--- config.mk ---
export PLATFORM = sky130hd
export DESIGN_NAME = timer_heap_task_scheduler_flat
export DESIGN_NICKNAME = d
export VERILOG_FILES = /design/src/rtl/tmhq_pkg.sv /design/src/rtl/tmhq_req_if.sv /design/src/rtl/tmhq_rsp_if.sv /design/src/rtl/tmhq_mem.sv /design/src/rtl/timer_heap_task_scheduler.sv /design/src/flat_wrapper.sv
export VERILOG_INCLUDE_DIRS = /design/src /design/src/rtl
export SDC_FILE = /design/constraint.sdc
export NUM_CORES = 2
export LEC_CHECK = 0
export BUFFER_PORTS_ARGS = -buffer_cell sky130_fd_sc_hd__buf_2
export CAP_MARGIN = 20
export CORE_ASPECT_RATIO = 0.9
export CORE_MARGIN = 4
export CORE_UTILIZATION = 37
export CTS_CLUSTER_DIAMETER = 200
export DETAILED_ROUTE_END_ITERATION = 16
export PLACE_DENSITY = 0.53
export SLEW_MARGIN = 20
export SYNTH_ARGS = -nofsm -noshare
export SYNTH_HDL_FRONTEND = slang
export SYNTH_SLANG_ARGS = --single-unit
--- constraint.sdc ---
create_clock -name clk -period 8.92 [get_ports clk]
set_clock_uncertainty 0.15 [all_clocks]
set_input_delay 0.892 -clock clk [delete_from_list [all_inputs] [get_ports clk]]
set_output_delay 0.892 -clock clk [all_outputs]
set_load 0.02 [all_outputs]
--- src/rtl/timer_heap_task_scheduler_defines.svh ---
// Assertion macros used by the timer heap scheduler RTL.
`ifndef TIMER_HEAP_TASK_SCHEDULER_DEFINES_SVH
`define TIMER_HEAP_TASK_SCHEDULER_DEFINES_SVH
`ifndef ASSERT_OFF
`define TMHQ_ASSERT_IMPL(lbl, ck, rs, pre, post, msg) \
  lbl: assert property (@(posedge ck) disable iff (rs) (pre) |-> (post)) \
    else $error(msg);
`define TMHQ_ASSERT_NEXT(lbl, ck, rs, pre, post, msg) \
  lbl: assert property (@(posedge ck) disable iff (rs) (pre) |=> (post)) \
    else $error(msg);
`else
`define TMHQ_ASSERT_IMPL(lbl, ck, rs, pre, post, msg)
`define TMHQ_ASSERT_NEXT(lbl, ck, rs, pre, post, msg)
`endif
`endif

--- src/rtl/tmhq_pkg.sv ---
// Shared widths, operation codes and status codes of the timer heap scheduler.
package tmhq_pkg;

  localparam int OP_W       = 2;
  localparam int TIME_W     = 32;
  localparam int ID_W       = 8;
  localparam int DELAY_W    = 16;
  localparam int PERIOD_W   = 16;
  localparam int OCC_W      = 5;
  localparam int STATUS_W   = 2;

  localparam logic [OP_W-1:0] OP_INSERT = 2'd0;
  localparam logic [OP_W-1:0] OP_POLL   = 2'd1;
  localparam logic [OP_W-1:0] OP_RETIRE = 2'd2;

  localparam logic [STATUS_W-1:0] ST_OK    = 2'd0;
  localparam logic [STATUS_W-1:0] ST_FULL  = 2'd1;
  localparam logic [STATUS_W-1:0] ST_EMPTY = 2'd2;

endpackage

--- src/rtl/tmhq_req_if.sv ---
// Request channel: one operation beat into the timer heap scheduler.
interface tmhq_req_if;
  logic                                valid;
  logic                                ready;
  logic [tmhq_pkg::OP_W-1:0]           op;
  logic [tmhq_pkg::TIME_W-1:0]         now;
  logic [tmhq_pkg::ID_W-1:0]           task_id;
  logic [tmhq_pkg::DELAY_W-1:0]        delay;
  logic [tmhq_pkg::PERIOD_W-1:0]       period;
  logic                                keep;

  modport source (output valid, op, now, task_id, delay, period, keep, input ready);
  modport sink   (input valid, op, now, task_id, delay, period, keep, output ready);
endinterface

--- src/rtl/tmhq_rsp_if.sv ---
// Response channel: one result beat out of the timer heap scheduler.
interface tmhq_rsp_if;
  logic                                valid;
  logic                                ready;
  logic                                due;
  logic [tmhq_pkg::ID_W-1:0]           head_id;
  logic [tmhq_pkg::OCC_W-1:0]          occupancy;
  logic [tmhq_pkg::STATUS_W-1:0]       status;

  modport source (output valid, due, head_id, occupancy, status, input ready);
  modport sink   (input valid, due, head_id, occupancy, status, output ready);
endinterface

--- src/rtl/tmhq_mem.sv ---
// Heap entry memory: one write port, two read ports with registered read data.
module tmhq_mem #(
  parameter int DEPTH = 16,
  parameter int WIDTH = 56,
  localparam int AW = (DEPTH > 1) ? $clog2(DEPTH) : 1
) (
  input  logic             clk,
  input  logic             we,
  input  logic [AW-1:0]    waddr,
  input  logic [WIDTH-1:0] wdata,
  input  logic [AW-1:0]    raddr_a,
  input  logic [AW-1:0]    raddr_b,
  output logic [WIDTH-1:0] rdata_a,
  output logic [WIDTH-1:0] rdata_b
);

  logic [WIDTH-1:0] mem [DEPTH];

  always_ff @(posedge clk) begin
    if (we) begin
      mem[waddr] <= wdata;
    end
  end

  always_ff @(posedge clk) begin
    rdata_a <= mem[raddr_a];
    rdata_b <= mem[raddr_b];
  end

endmodule

--- src/rtl/timer_heap_task_scheduler.sv ---
// Timer queue kept as a binary min-heap in one memory, with its control sequencer.
//
// Usage: the request channel (req) carries one operation per beat: insert a
// task at now plus delay, poll the head, or retire the head (re-arm it by its
// period when keep is set and the period is nonzero, otherwise remove it).
// The response channel (rsp) returns exactly one beat per request with the
// due flag, the handle at the root, the occupancy and a status code.
// The heap lives in a memory with one write and two read ports. A sift walks
// one level per pair of states: a read state issues the read of the parent or
// of both children, a compare state compares and writes the displaced entry
// back. The moving entry rides in a register, so each level costs one write.
// A poll or a refused operation goes straight to the root read and the result
// state; an insert first sifts up, a retire first loads the root and the last
// entry and then sifts down, each sift moving at most log2 of HEAP_DEPTH levels.
// One request is in flight at a time; the sift sequencer sets the rate.
// A finished response sits in an output register, so the next request is
// taken while the previous response still waits; only a response that is
// ready to load behind a stalled one holds the sequencer.
// Reset empties the heap and drops any pending response; memory contents
// are not cleared: data read at or above the occupancy is never used.
`include "timer_heap_task_scheduler_defines.svh"

module timer_heap_task_scheduler #(
  parameter int HEAP_DEPTH  = 16,
  parameter int HANDLE_BITS = 8
) (
  input logic        clk,
  input logic        rst,
  tmhq_req_if.sink   req,
  tmhq_rsp_if.source rsp
);

  localparam int IDX_W = (HEAP_DEPTH > 1) ? $clog2(HEAP_DEPTH) : 1;
  localparam int CNT_W = $clog2(HEAP_DEPTH + 1);
  localparam int CMP_W = IDX_W + 2;
  localparam logic [CNT_W-1:0] CNT_FULL = CNT_W'(HEAP_DEPTH);

  localparam logic [2:0] S_IDLE    = 3'd0;
  localparam logic [2:0] S_UP_RD   = 3'd1;
  localparam logic [2:0] S_UP_CMP  = 3'd2;
  localparam logic [2:0] S_RT_LD   = 3'd3;
  localparam logic [2:0] S_DN_RD   = 3'd4;
  localparam logic [2:0] S_DN_CMP  = 3'd5;
  localparam logic [2:0] S_RD_ROOT = 3'd6;
  localparam logic [2:0] S_RES     = 3'd7;

  typedef struct packed {
    logic [tmhq_pkg::TIME_W-1:0]   deadline;
    logic [tmhq_pkg::PERIOD_W-1:0] period;
    logic [HANDLE_BITS-1:0]        handle;
  } entry_t;

  localparam int ENTRY_W = $bits(entry_t);

  logic [2:0]                    state;
  logic [CNT_W-1:0]              cnt;
  logic [IDX_W-1:0]              pos;
  entry_t                        cur;
  logic [tmhq_pkg::TIME_W-1:0]   now_r;
  logic                          keep_r;
  logic [tmhq_pkg::STATUS_W-1:0] status_r;

  logic                          res_valid;
  logic                          res_due;
  logic [tmhq_pkg::ID_W-1:0]     res_head;
  logic [tmhq_pkg::OCC_W-1:0]    res_occ;
  logic [tmhq_pkg::STATUS_W-1:0] res_status;

  logic                 mem_we;
  logic [IDX_W-1:0]     mem_waddr;
  entry_t               mem_wdata;
  logic [IDX_W-1:0]     mem_raddr_a;
  logic [IDX_W-1:0]     mem_raddr_b;
  logic [ENTRY_W-1:0]   rdata_a_raw;
  logic [ENTRY_W-1:0]   rdata_b_raw;
  entry_t               rd_a;
  entry_t               rd_b;

  tmhq_mem #(
    .DEPTH (HEAP_DEPTH),
    .WIDTH (ENTRY_W)
  ) u_mem (
    .clk     (clk),
    .we      (mem_we),
    .waddr   (mem_waddr),
    .wdata   (mem_wdata),
    .raddr_a (mem_raddr_a),
    .raddr_b (mem_raddr_b),
    .rdata_a (rdata_a_raw),
    .rdata_b (rdata_b_raw)
  );

  assign rd_a = entry_t'(rdata_a_raw);
  assign rd_b = entry_t'(rdata_b_raw);

  // Handshake and heap address arithmetic.
  logic                 req_fire;
  logic                 res_load;
  logic [IDX_W-1:0]     parent;
  logic [IDX_W:0]       child_l;
  logic [IDX_W:0]       child_r;
  logic [CMP_W-1:0]     cnt_x;
  logic                 dn_leaf;
  logic                 has_r;
  logic                 up_go;
  logic                 pick_r;
  entry_t               pick;
  logic [IDX_W-1:0]     pick_idx;
  logic                 dn_go;
  logic [CNT_W-1:0]     cnt_dec;
  logic [CNT_W+IDX_W-1:0] last_wide;
  logic [CNT_W+IDX_W-1:0] cnt_wide;
  logic [HANDLE_BITS+tmhq_pkg::ID_W-1:0] id_in_wide;
  logic [HANDLE_BITS+tmhq_pkg::ID_W-1:0] id_out_wide;
  logic [CNT_W+tmhq_pkg::OCC_W-1:0]      occ_wide;

  assign req.ready = (state == S_IDLE);
  assign req_fire  = req.valid && req.ready;
  assign res_load  = (state == S_RES) && (!res_valid || rsp.ready);

  assign parent  = IDX_W'((pos - IDX_W'(1)) >> 1);
  assign child_l = {pos, 1'b1};
  assign child_r = child_l + (IDX_W + 1)'(1);
  assign cnt_x   = CMP_W'(cnt);
  assign dn_leaf = CMP_W'(child_l) >= cnt_x;
  assign has_r   = CMP_W'(child_r) < cnt_x;

  assign up_go    = cur.deadline < rd_a.deadline;
  assign pick_r   = has_r && (rd_b.deadline < rd_a.deadline);
  assign pick     = pick_r ? rd_b : rd_a;
  assign pick_idx = pick_r ? child_r[IDX_W-1:0] : child_l[IDX_W-1:0];
  assign dn_go    = pick.deadline < cur.deadline;

  assign cnt_dec   = cnt - CNT_W'(1);
  assign last_wide = {{IDX_W{1'b0}}, cnt_dec};
  assign cnt_wide  = {{IDX_W{1'b0}}, cnt};

  assign id_in_wide  = {{HANDLE_BITS{1'b0}}, req.task_id};
  assign id_out_wide = {{tmhq_pkg::ID_W{1'b0}}, rd_a.handle};
  assign occ_wide    = {{tmhq_pkg::OCC_W{1'b0}}, cnt};

  // Memory port control. Read port A idles on the root so its data holds
  // steady while a response waits to load.
  always_comb begin
    mem_we      = 1'b0;
    mem_waddr   = pos;
    mem_wdata   = cur;
    mem_raddr_a = '0;
    mem_raddr_b = '0;
    unique case (state)
      S_IDLE: begin
        mem_raddr_b = last_wide[IDX_W-1:0];
      end
      S_UP_RD: begin
        if (pos == '0) begin
          mem_we = 1'b1;
        end else begin
          mem_raddr_a = parent;
        end
      end
      S_UP_CMP: begin
        mem_we = 1'b1;
        if (up_go) begin
          mem_wdata = rd_a;
        end
      end
      S_DN_RD: begin
        if (dn_leaf) begin
          mem_we = (cnt != '0);
        end else begin
          mem_raddr_a = child_l[IDX_W-1:0];
          mem_raddr_b = child_r[IDX_W-1:0];
        end
      end
      S_DN_CMP: begin
        mem_we = 1'b1;
        if (dn_go) begin
          mem_wdata = pick;
        end
      end
      default: begin
      end
    endcase
  end

  // Sequencer.
  always_ff @(posedge clk) begin
    if (rst) begin
      state     <= S_IDLE;
      cnt       <= '0;
      res_valid <= 1'b0;
    end else begin
      if (res_load) begin
        res_valid <= 1'b1;
      end else if (rsp.ready) begin
        res_valid <= 1'b0;
      end
      unique case (state)
        S_IDLE: begin
          if (req_fire) begin
            now_r    <= req.now;
            keep_r   <= req.keep;
            status_r <= tmhq_pkg::ST_OK;
            priority if (req.op == tmhq_pkg::OP_INSERT) begin
              if (cnt == CNT_FULL) begin
                status_r <= tmhq_pkg::ST_FULL;
                state    <= S_RD_ROOT;
              end else begin
                cur.deadline <= req.now + tmhq_pkg::TIME_W'(req.delay);
                cur.period   <= req.period;
                cur.handle   <= id_in_wide[HANDLE_BITS-1:0];
                pos          <= cnt_wide[IDX_W-1:0];
                cnt          <= cnt + CNT_W'(1);
                state        <= S_UP_RD;
              end
            end else if (req.op == tmhq_pkg::OP_RETIRE) begin
              if (cnt == '0) begin
                status_r <= tmhq_pkg::ST_EMPTY;
                state    <= S_RD_ROOT;
              end else begin
                state <= S_RT_LD;
              end
            end else begin
              state <= S_RD_ROOT;
            end
          end
        end
        S_UP_RD: begin
          state <= (pos == '0) ? S_RD_ROOT : S_UP_CMP;
        end
        S_UP_CMP: begin
          if (up_go) begin
            pos   <= parent;
            state <= S_UP_RD;
          end else begin
            state <= S_RD_ROOT;
          end
        end
        S_RT_LD: begin
          if ((rd_a.period != '0) && keep_r) begin
            cur.deadline <= rd_a.deadline + tmhq_pkg::TIME_W'(rd_a.period);
            cur.period   <= rd_a.period;
            cur.handle   <= rd_a.handle;
          end else begin
            cur <= rd_b;
            cnt <= cnt_dec;
          end
          pos   <= '0;
          state <= S_DN_RD;
        end
        S_DN_RD: begin
          state <= dn_leaf ? S_RD_ROOT : S_DN_CMP;
        end
        S_DN_CMP: begin
          if (dn_go) begin
            pos   <= pick_idx;
            state <= S_DN_RD;
          end else begin
            state <= S_RD_ROOT;
          end
        end
        S_RD_ROOT: begin
          state <= S_RES;
        end
        S_RES: begin
          if (res_load) begin
            state <= S_IDLE;
          end
        end
        default: begin
          state <= S_IDLE;
        end
      endcase
    end
  end

  // Response payload register; an empty heap reports handle zero, not due.
  always_ff @(posedge clk) begin
    if (res_load) begin
      res_due    <= (cnt != '0) && (rd_a.deadline <= now_r);
      res_head   <= (cnt != '0) ? id_out_wide[tmhq_pkg::ID_W-1:0] : '0;
      res_occ    <= occ_wide[tmhq_pkg::OCC_W-1:0];
      res_status <= status_r;
    end
  end

  assign rsp.valid     = res_valid;
  assign rsp.due       = res_due;
  assign rsp.head_id   = res_head;
  assign rsp.occupancy = res_occ;
  assign rsp.status    = res_status;

  // Checks on the sequencer.
  `TMHQ_ASSERT_NEXT(a_full_insert_holds, clk, rst, req_fire && (req.op == tmhq_pkg::OP_INSERT) && (cnt == CNT_FULL), cnt == $past(cnt), "insert into a full heap changed the count")
  `TMHQ_ASSERT_NEXT(a_retire_step, clk, rst, req_fire && (req.op == tmhq_pkg::OP_RETIRE), (cnt == $past(cnt)) && (state == S_RT_LD || state == S_RD_ROOT), "retire took an unexpected path")
  `TMHQ_ASSERT_IMPL(a_write_in_heap, clk, rst, mem_we, CMP_W'(mem_waddr) < cnt_x, "heap write beyond the occupied slots")

endmodule
--- src/flat_wrapper.sv ---
// flat-port wrapper written by rule: the top's interface ports become plain ports
module timer_heap_task_scheduler_flat 
#(
  parameter int HEAP_DEPTH  = 16,
  parameter int HANDLE_BITS = 8
)
  (clk, rst, req_valid, req_op, req_now, req_task_id, req_delay, req_period, req_keep, req_ready, rsp_valid, rsp_due, rsp_head_id, rsp_occupancy, rsp_status, rsp_ready);
  tmhq_req_if req_i ();
  tmhq_rsp_if rsp_i ();
  input logic clk;
  input logic rst;
  input wire logic [$bits(req_i.valid)-1:0] req_valid;
  input wire logic [$bits(req_i.op)-1:0] req_op;
  input wire logic [$bits(req_i.now)-1:0] req_now;
  input wire logic [$bits(req_i.task_id)-1:0] req_task_id;
  input wire logic [$bits(req_i.delay)-1:0] req_delay;
  input wire logic [$bits(req_i.period)-1:0] req_period;
  input wire logic [$bits(req_i.keep)-1:0] req_keep;
  output wire logic [$bits(req_i.ready)-1:0] req_ready;
  output wire logic [$bits(rsp_i.valid)-1:0] rsp_valid;
  output wire logic [$bits(rsp_i.due)-1:0] rsp_due;
  output wire logic [$bits(rsp_i.head_id)-1:0] rsp_head_id;
  output wire logic [$bits(rsp_i.occupancy)-1:0] rsp_occupancy;
  output wire logic [$bits(rsp_i.status)-1:0] rsp_status;
  input wire logic [$bits(rsp_i.ready)-1:0] rsp_ready;
  assign req_i.valid = req_valid;
  assign req_i.op = req_op;
  assign req_i.now = req_now;
  assign req_i.task_id = req_task_id;
  assign req_i.delay = req_delay;
  assign req_i.period = req_period;
  assign req_i.keep = req_keep;
  assign req_ready = req_i.ready;
  assign rsp_valid = rsp_i.valid;
  assign rsp_due = rsp_i.due;
  assign rsp_head_id = rsp_i.head_id;
  assign rsp_occupancy = rsp_i.occupancy;
  assign rsp_status = rsp_i.status;
  assign rsp_i.ready = rsp_ready;
  timer_heap_task_scheduler #(.HEAP_DEPTH(HEAP_DEPTH), .HANDLE_BITS(HANDLE_BITS)) u_core (.clk(clk), .rst(rst), .req(req_i), .rsp(rsp_i));
endmodule
-- Yosys cells after proc, flatten, opt, wreduce, memory -nomap -nowiden
Memories as Yosys holds them, arrays and structs flattened. A register that Yosys moved wholly into a read port is not among the register bits.
Index checks and enable logic that the tools add are counted.
- flip-flop bits (word level): 120
- latch bits: 0
- bits in writable memories: 896
- bits in read-only memories: 0
- input bits: 79
- word-level logic and storage cells: 114
- memories kept: 1
- $add $sub $neg: 6
- multiply operators: 0
- div/mod/pow operators: 0
- order comparisons: 6
- equal/unequal tests: 16
- shifts and indexed selects: 0
- multiplexer cells: 48
- bitwise operators: 1
- reductions and logical operators: 22
- memories (name ; words ; bits a word ; read ports ; clocked after Yosys merged registers in ; wr ports ; RTL line ; text):
    u_core.u_mem.mem ; 16 ; 56 ; 2 ; 2 ; 1 ; tmhq_mem.sv:17 ; logic [WIDTH-1:0] mem [DEPTH];
- operators with widths (cell ; number):
    $mux 56 ; 7
    $pmux 56 s2 ; 2
    $lt 32x32->1 ; 3
    $add 32x16->32 ; 2
    $le 32x32->1 ; 1
    $mux 4 ; 8
    $mux 3 ; 9
    $pmux 3 s8 ; 1
    $mux 5 ; 4
    $pmux 4 s2 ; 2
    $pmux 4 s4 ; 1
    $reduce_bool 16->1 ; 1
    $eq 3x3->1 const B ; 4
    $add 5x1->5 const B ; 2
    $mux 2 ; 5
    $pmux 5 s2 ; 1
    $reduce_and 5->1 ; 2
    $ne 2x2->1 const B ; 4
    $mux 1 ; 7
    $reduce_and 7->1 ; 1
    $eq 3x2->1 const B ; 2
    $ne 2x1->1 const B ; 3
    $eq 5x5->1 const B ; 1
    $ge 5x5->1 ; 1
    other kinds (20) ; 25

-- Logic depth before layout (Yosys ltp)
- depth after elaboration: 7
- depth in mapped cells: 24

-- Hierarchy
From an unflattened synthesis, not the netlist that was laid out.
- cells, all modules: 3503
- area total of the unflattened synthesis: 55130.4 µm²
- by module, submodules not included (module ; times used ; cells each ; area an instance (µm²) ; sequential area each (µm²)):
    tmhq_mem ; 1 ; 1971 ; 42291.8 ; 29148.0
    timer_heap_task_scheduler ; 1 ; 1532 ; 12838.6 ; 3513.4

-- Worst setup path after synthesis
No wires, ideal clock.
- path type: reg2reg
- start point: register u_core.pos[0], in the netlist u_core.mem_waddr[0]
- end point: memory u_core.u_mem.mem[3][0] (enable)
- arrival: 5.774 ns
- required time: 8.231 ns
- path slack: 2.457 ns
- cell stages (with the launch flop): 12
- path buffers: 0
- clock period less this slack: 6.463 ns
- cell sequence: edfxtp_1 > inv_1 > ha_1 > nand2b_1 > a21boi_0 > o21a_1 > o21ai_0 > nand2b_1 > a31oi_1 > a2bb2oi_1 > nand2b_1 > nor3_1
- longest elaborated chain between the ends: 5
- elaborated cells between the ends (all ways): 7
- those cells by class: order compare: 1; mux: 5; reduce/logical: 1
- ends and longest elaborated chain (what ; RTL line ; text):
    start: declaration ; timer_heap_task_scheduler.sv:57 ; logic [IDX_W-1:0] pos;
    start signal: assignment ; timer_heap_task_scheduler.sv:212 ; pos <= cnt_wide[IDX_W-1:0];
    start signal: assignment ; timer_heap_task_scheduler.sv:233 ; pos <= parent;
    start signal: assignment ; timer_heap_task_scheduler.sv:256 ; pos <= pick_idx;
    $ge 5x5->1 or $logic_not 4->1 (tied branches) ; timer_heap_task_scheduler.sv:125, timer_heap_task_scheduler.sv:155 ;
    $mux 1, on equally long branches ; timer_heap_task_scheduler.sv:168, timer_heap_task_scheduler.sv:155 ;
    $pmux 1 s3 ; timer_heap_task_scheduler.sv:150 ; unique case (state)
    $mux 1 ; tmhq_mem.sv:20 ; if (we) begin
    $mux 1 (not written as such) ; tmhq_mem.sv:21 ; mem[waddr] <= wdata;
    end: declaration ; tmhq_mem.sv:17 ;
Several ways; a longest one is shown, not always the timed one.

==> insert_results.sql <==
INSERT INTO impl_metrics (metric_group, metric, value, unit) VALUES
('outcome', 'outcome', 'completed', ''),
('yosys', 'synth-main-ff-cell', 'sky130_fd_sc_hd__edfxtp_1', ''),
('global_route', 'grt.met3_usage', '3.97', '%'),
('cts', 'max-clock-path-buffers', '3', ''),
('routing', 'routed_via_density', '5.88', ''),
('global_route', 'groute.layer.met1.usage', '31.1', '%'),
('yosys', 'ys_ff_latch', '1128', ''),
('power', 'peakVddDrop', '479', 'uV'),
('power', 'leakagePower', '22.7', 'nW'),
('die', 'io_pins', '97', ''),
('power', 'fin_total_pwr', '24.7', 'mW'),
('die', 'fp.dieArea', '156000', 'sq um'),
('global_route', 'grt_start_max_net_pins', '191', ''),
('die', 'row_count', '134', ''),
('yosys', 'synthesis.nets', '4306', ''),
('worst_setup_path', 'worst-endpoint-arrival', '7.54', 'ns'),
('cts', 'postCtsSetupRepairBufs', '0', ''),
('cts', 'cts_tree', 'yes', ''),
('global_route', 'number_of_global_route_vias_before_repair', '35900', ''),
('worst_setup_path', 'cp-start-kind', 'register', ''),
('cells_and_area', 'fin_nets', '4356', ''),
('sta', 'timing_worst_slew_pin_value', '1.23', 'ns'),
('routing', 'first_iter_violations', '3408', ''),
('cts', 'cts-htree-levels', '3', ''),
('cts', 'clk_transition_reported_paths', '0.06', 'ns'),
('worst_setup_path', 'crit_path_max_fanout', '36', ''),
('routing', 'ant_nets', '0', ''),
('routing', 'drt-pass1-iter-count', '5', ''),
('cells_and_area', 'final_instance_area', '62600', 'sq um'),
('routing', 'vias', '36300', ''),
('routing', 'post_drt_wl_per_cell', '28.1', 'um'),
('cts', 'cts.root.buffer_cell', 'sky130_fd_sc_hd__clkbuf_16', ''),
('yosys', 'number_of_flops_mapped_to_enable_cells_by_yosys', '1007', ''),
('routing', 'wl', '174000', 'um'),
('cts', 'cts_resized', '0', ''),
('global_route', 'grtUsageTotal', '21.8', '%'),
('worst_setup_path', 'cp_data_required_time', '9.23', 'ns'),
('global_route', 'first_pass_grt_wire_length', '252000', 'um'),
('die', 'core_area', '149000', 'sq um'),
('place', 'post_dp_cell_area', '58400', 'sq um'),
('cells_and_area', 'finish.cell_count_without_fillers', '6181', ''),
('min_path', 'timing.hold.worst.class', 'input port to register', ''),
('sta', 'min_period', '7.22', 'ns'),
('yosys', 'number_of_unique_standard_cell_types_used_by_synthesis', '72', ''),
('place', 'io_buffers', '96', ''),
('place', 'place_inst', '5952', ''),
('yosys', 'synth_area_leaders', 'sky130_fd_sc_hd__edfxtp_1 (55%), sky130_fd_sc_hd__mux4_2 (9.1%), sky130_fd_sc_hd__mux2i_1 (4.5%), sky130_fd_sc_hd__dfxtp_1 (4.4%), sky130_fd_sc_hd__ha_1 (3.9%)', ''),
('run', 'cap_violations', '0', ''),
('cts', 'numClockSinks', '1128', ''),
('global_route', 'overflow', '0', ''),
('yosys', 'post_synth_instance_area', '55400', 'sq um'),
('die', 'initial_util', '37.3', '%'),
('worst_setup_path', 'setup.worst_path.class', 'register to register', ''),
('routing', 'drc_viols', '0', ''),
('sta', 'hold_violations', '0', ''),
('cells_and_area', 'mostFrequentLayoutCell', 'sky130_fd_sc_hd__edfxtp_1', ''),
('yosys', 'async_reset_ff_share', '0', '%'),
('sta', 'worst_slew_margin_rel', '18.3', '%'),
('die', 'die_height', '375', 'um'),
('sta', 'clock.fmax', '0.138', 'GHz'),
('yosys', 'ys_seq_area_share', '58.9', '%'),
('sta', 'setup-tns-final', '0', 'ns'),
('yosys', 'post-synth-top-area-fraction', '54.6', '%'),
('place', 'gp_routability_congestion', '0.890', ''),
('yosys', 'post-synth-top-area-cell', 'sky130_fd_sc_hd__edfxtp_1', ''),
('sta', 'min_period_over_period', '81.0', '%'),
('cells_and_area', 'drive_gt1_share', '18.1', '%'),
('yosys', 'synth_area_per_cell', '13.7', 'sq um'),
('sta', 'grt_setup_unrepaired', 'false', ''),
('yosys', 'yosysWarnings', '0', ''),
('yosys', 'postSynthCellCount', '4053', '');
-- layer usage --
layer  part of all wire, %  vias up
met1                    44    18700
met5                     0        -
li1                      -    16000
met4                   2.0        0
met3                   8.0      214
met2                    46     1463
-- critical path, stage by stage, from the launching register on --
cell and delay (ns):
sky130_fd_sc_hd__edfxtp_1 0.60, sky130_fd_sc_hd__ha_1 0.33, sky130_fd_sc_hd__xor2_1 0.31, sky130_fd_sc_hd__ha_1 0.30, sky130_fd_sc_hd__o211ai_1 0.08, sky130_fd_sc_hd__o21ai_0 0.18, sky130_fd_sc_hd__a211oi_2 0.43, sky130_fd_sc_hd__nand2_2 0.68
sky130_fd_sc_hd__mux2_2 0.53, sky130_fd_sc_hd__ha_1 0.27, sky130_fd_sc_hd__or4_1 0.53, sky130_fd_sc_hd__a221oi_1 0.27, sky130_fd_sc_hd__nand2_1 0.24, sky130_fd_sc_hd__nor3b_1 0.25, sky130_fd_sc_hd__mux2_4 0.18, sky130_fd_sc_hd__o21a_2 0.13
sky130_fd_sc_hd__or2_2 0.52, sky130_fd_sc_hd__buf_4 0.48, sky130_fd_sc_hd__o21ai_0 0.20, sky130_fd_sc_hd__buf_4 0.24
-- layout make-up --
class,count,area (sq um)
diodes,1,2.50
clock buffers,148,3260
clock inverters,79,916
fillers,13700,85900
inverters,135,507
multi-input cells,2514,21400
flip-flops and latches,1128,32700
well taps,1972,2470
repair buffers,204,1470
-- metrics by stage --
stage / hold slack (ns) / setup slack [ns] / utilization [%]
after floorplan: 0.250 / 2.46 / -
after global placement: 0.256 / 1.95 / 39.3
after detailed placement: 0.257 / 1.75 / 39.3
after CTS: 0.135 / 1.74 / 42.2
after global routing: 0.166 / 1.45 / 42.2
final: 0.200 / 1.70 / 42.2
-- state kept, by name, summed over array words and instances, names as in the netlist --
signal / count
u_core.cnt: 5
u_core.rsp.due: 1
u_core.status_r: 2
u_core.rsp.valid: 1
u_core.cur: 56
u_core.u_mem.rdata_b: 56
u_core.rsp.status: 2
u_core.now_r: 32
u_core.mem_waddr: 4
u_core.keep_r: 1
u_core.u_mem.rdata_a: 56
u_core.rsp.occupancy: 5
u_core.state: 3
u_core.u_mem.mem: 896
u_core.rsp.head_id: 8
-- power by group --
part | switching, mW | internal, mW | total, mW
Combinational | 7.04 | 4.34 | 11.4
Sequential | 0.716 | 7.30 | 8.01
Clock | 2.15 | 3.12 | 5.27
Total | 9.90 | 14.8 | 24.7
-- synth_stat cells (all sizes together), types with 16 or more instances --
cell type  count
ha           172
mux2          88
edfxtp      1007
nand2b        28
a211oi       140
nor2b         77
a21oi         99
nand4        145
nor3          26
nor2         227
and2          63
xnor2         34
a31oi         89
xor2          23
mux2i        250
a211o         63
a22oi         40
nand3         37
buf           99
nand4b        57
inv          134
mux4         224
nand2        320
clkbuf       177
dfxtp        121
o21ai        117
o211ai        71
a21o          16
-- worst paths after layout --
path | to | depth (start not counted) | slack (ns) | start
hold / removal | u_core.now_r[8] | 1 | 0.20 | req_now[8]
setup reg to reg | u_core.u_mem.mem[5][37] | 19 | 1.70 | u_core.mem_waddr[1]
hold reg to reg | u_core.rsp.status[1] | 0 | 0.27 | u_core.status_r[1]
setup / recovery | u_core.u_mem.mem[5][37] | 19 | 1.70 | u_core.mem_waddr[1]
-- logic make-up (layout without fill, tap and decap cells) --
| group | Yosys count | count (layout) | share of synthesized area [%] |
|---|---|---|---|
| AO/OA/AOI/OAI | 702 | 702 | 8.65 |
| buffers and inverters | 411 | 566 | 2.94 |
| XOR/XNOR | 57 | 57 | 0.901 |
| flip-flops | 1128 | 1128 | 58.9 |
| other | 0 | 1 | 0 |
| AND/OR/NAND/NOR | 1019 | 1019 | 9.20 |
| adder cells (fa/ha/maj) | 174 | 174 | 3.96 |
| multiplexers | 562 | 562 | 15.4 |
Power figures use the tool's default switching activity.
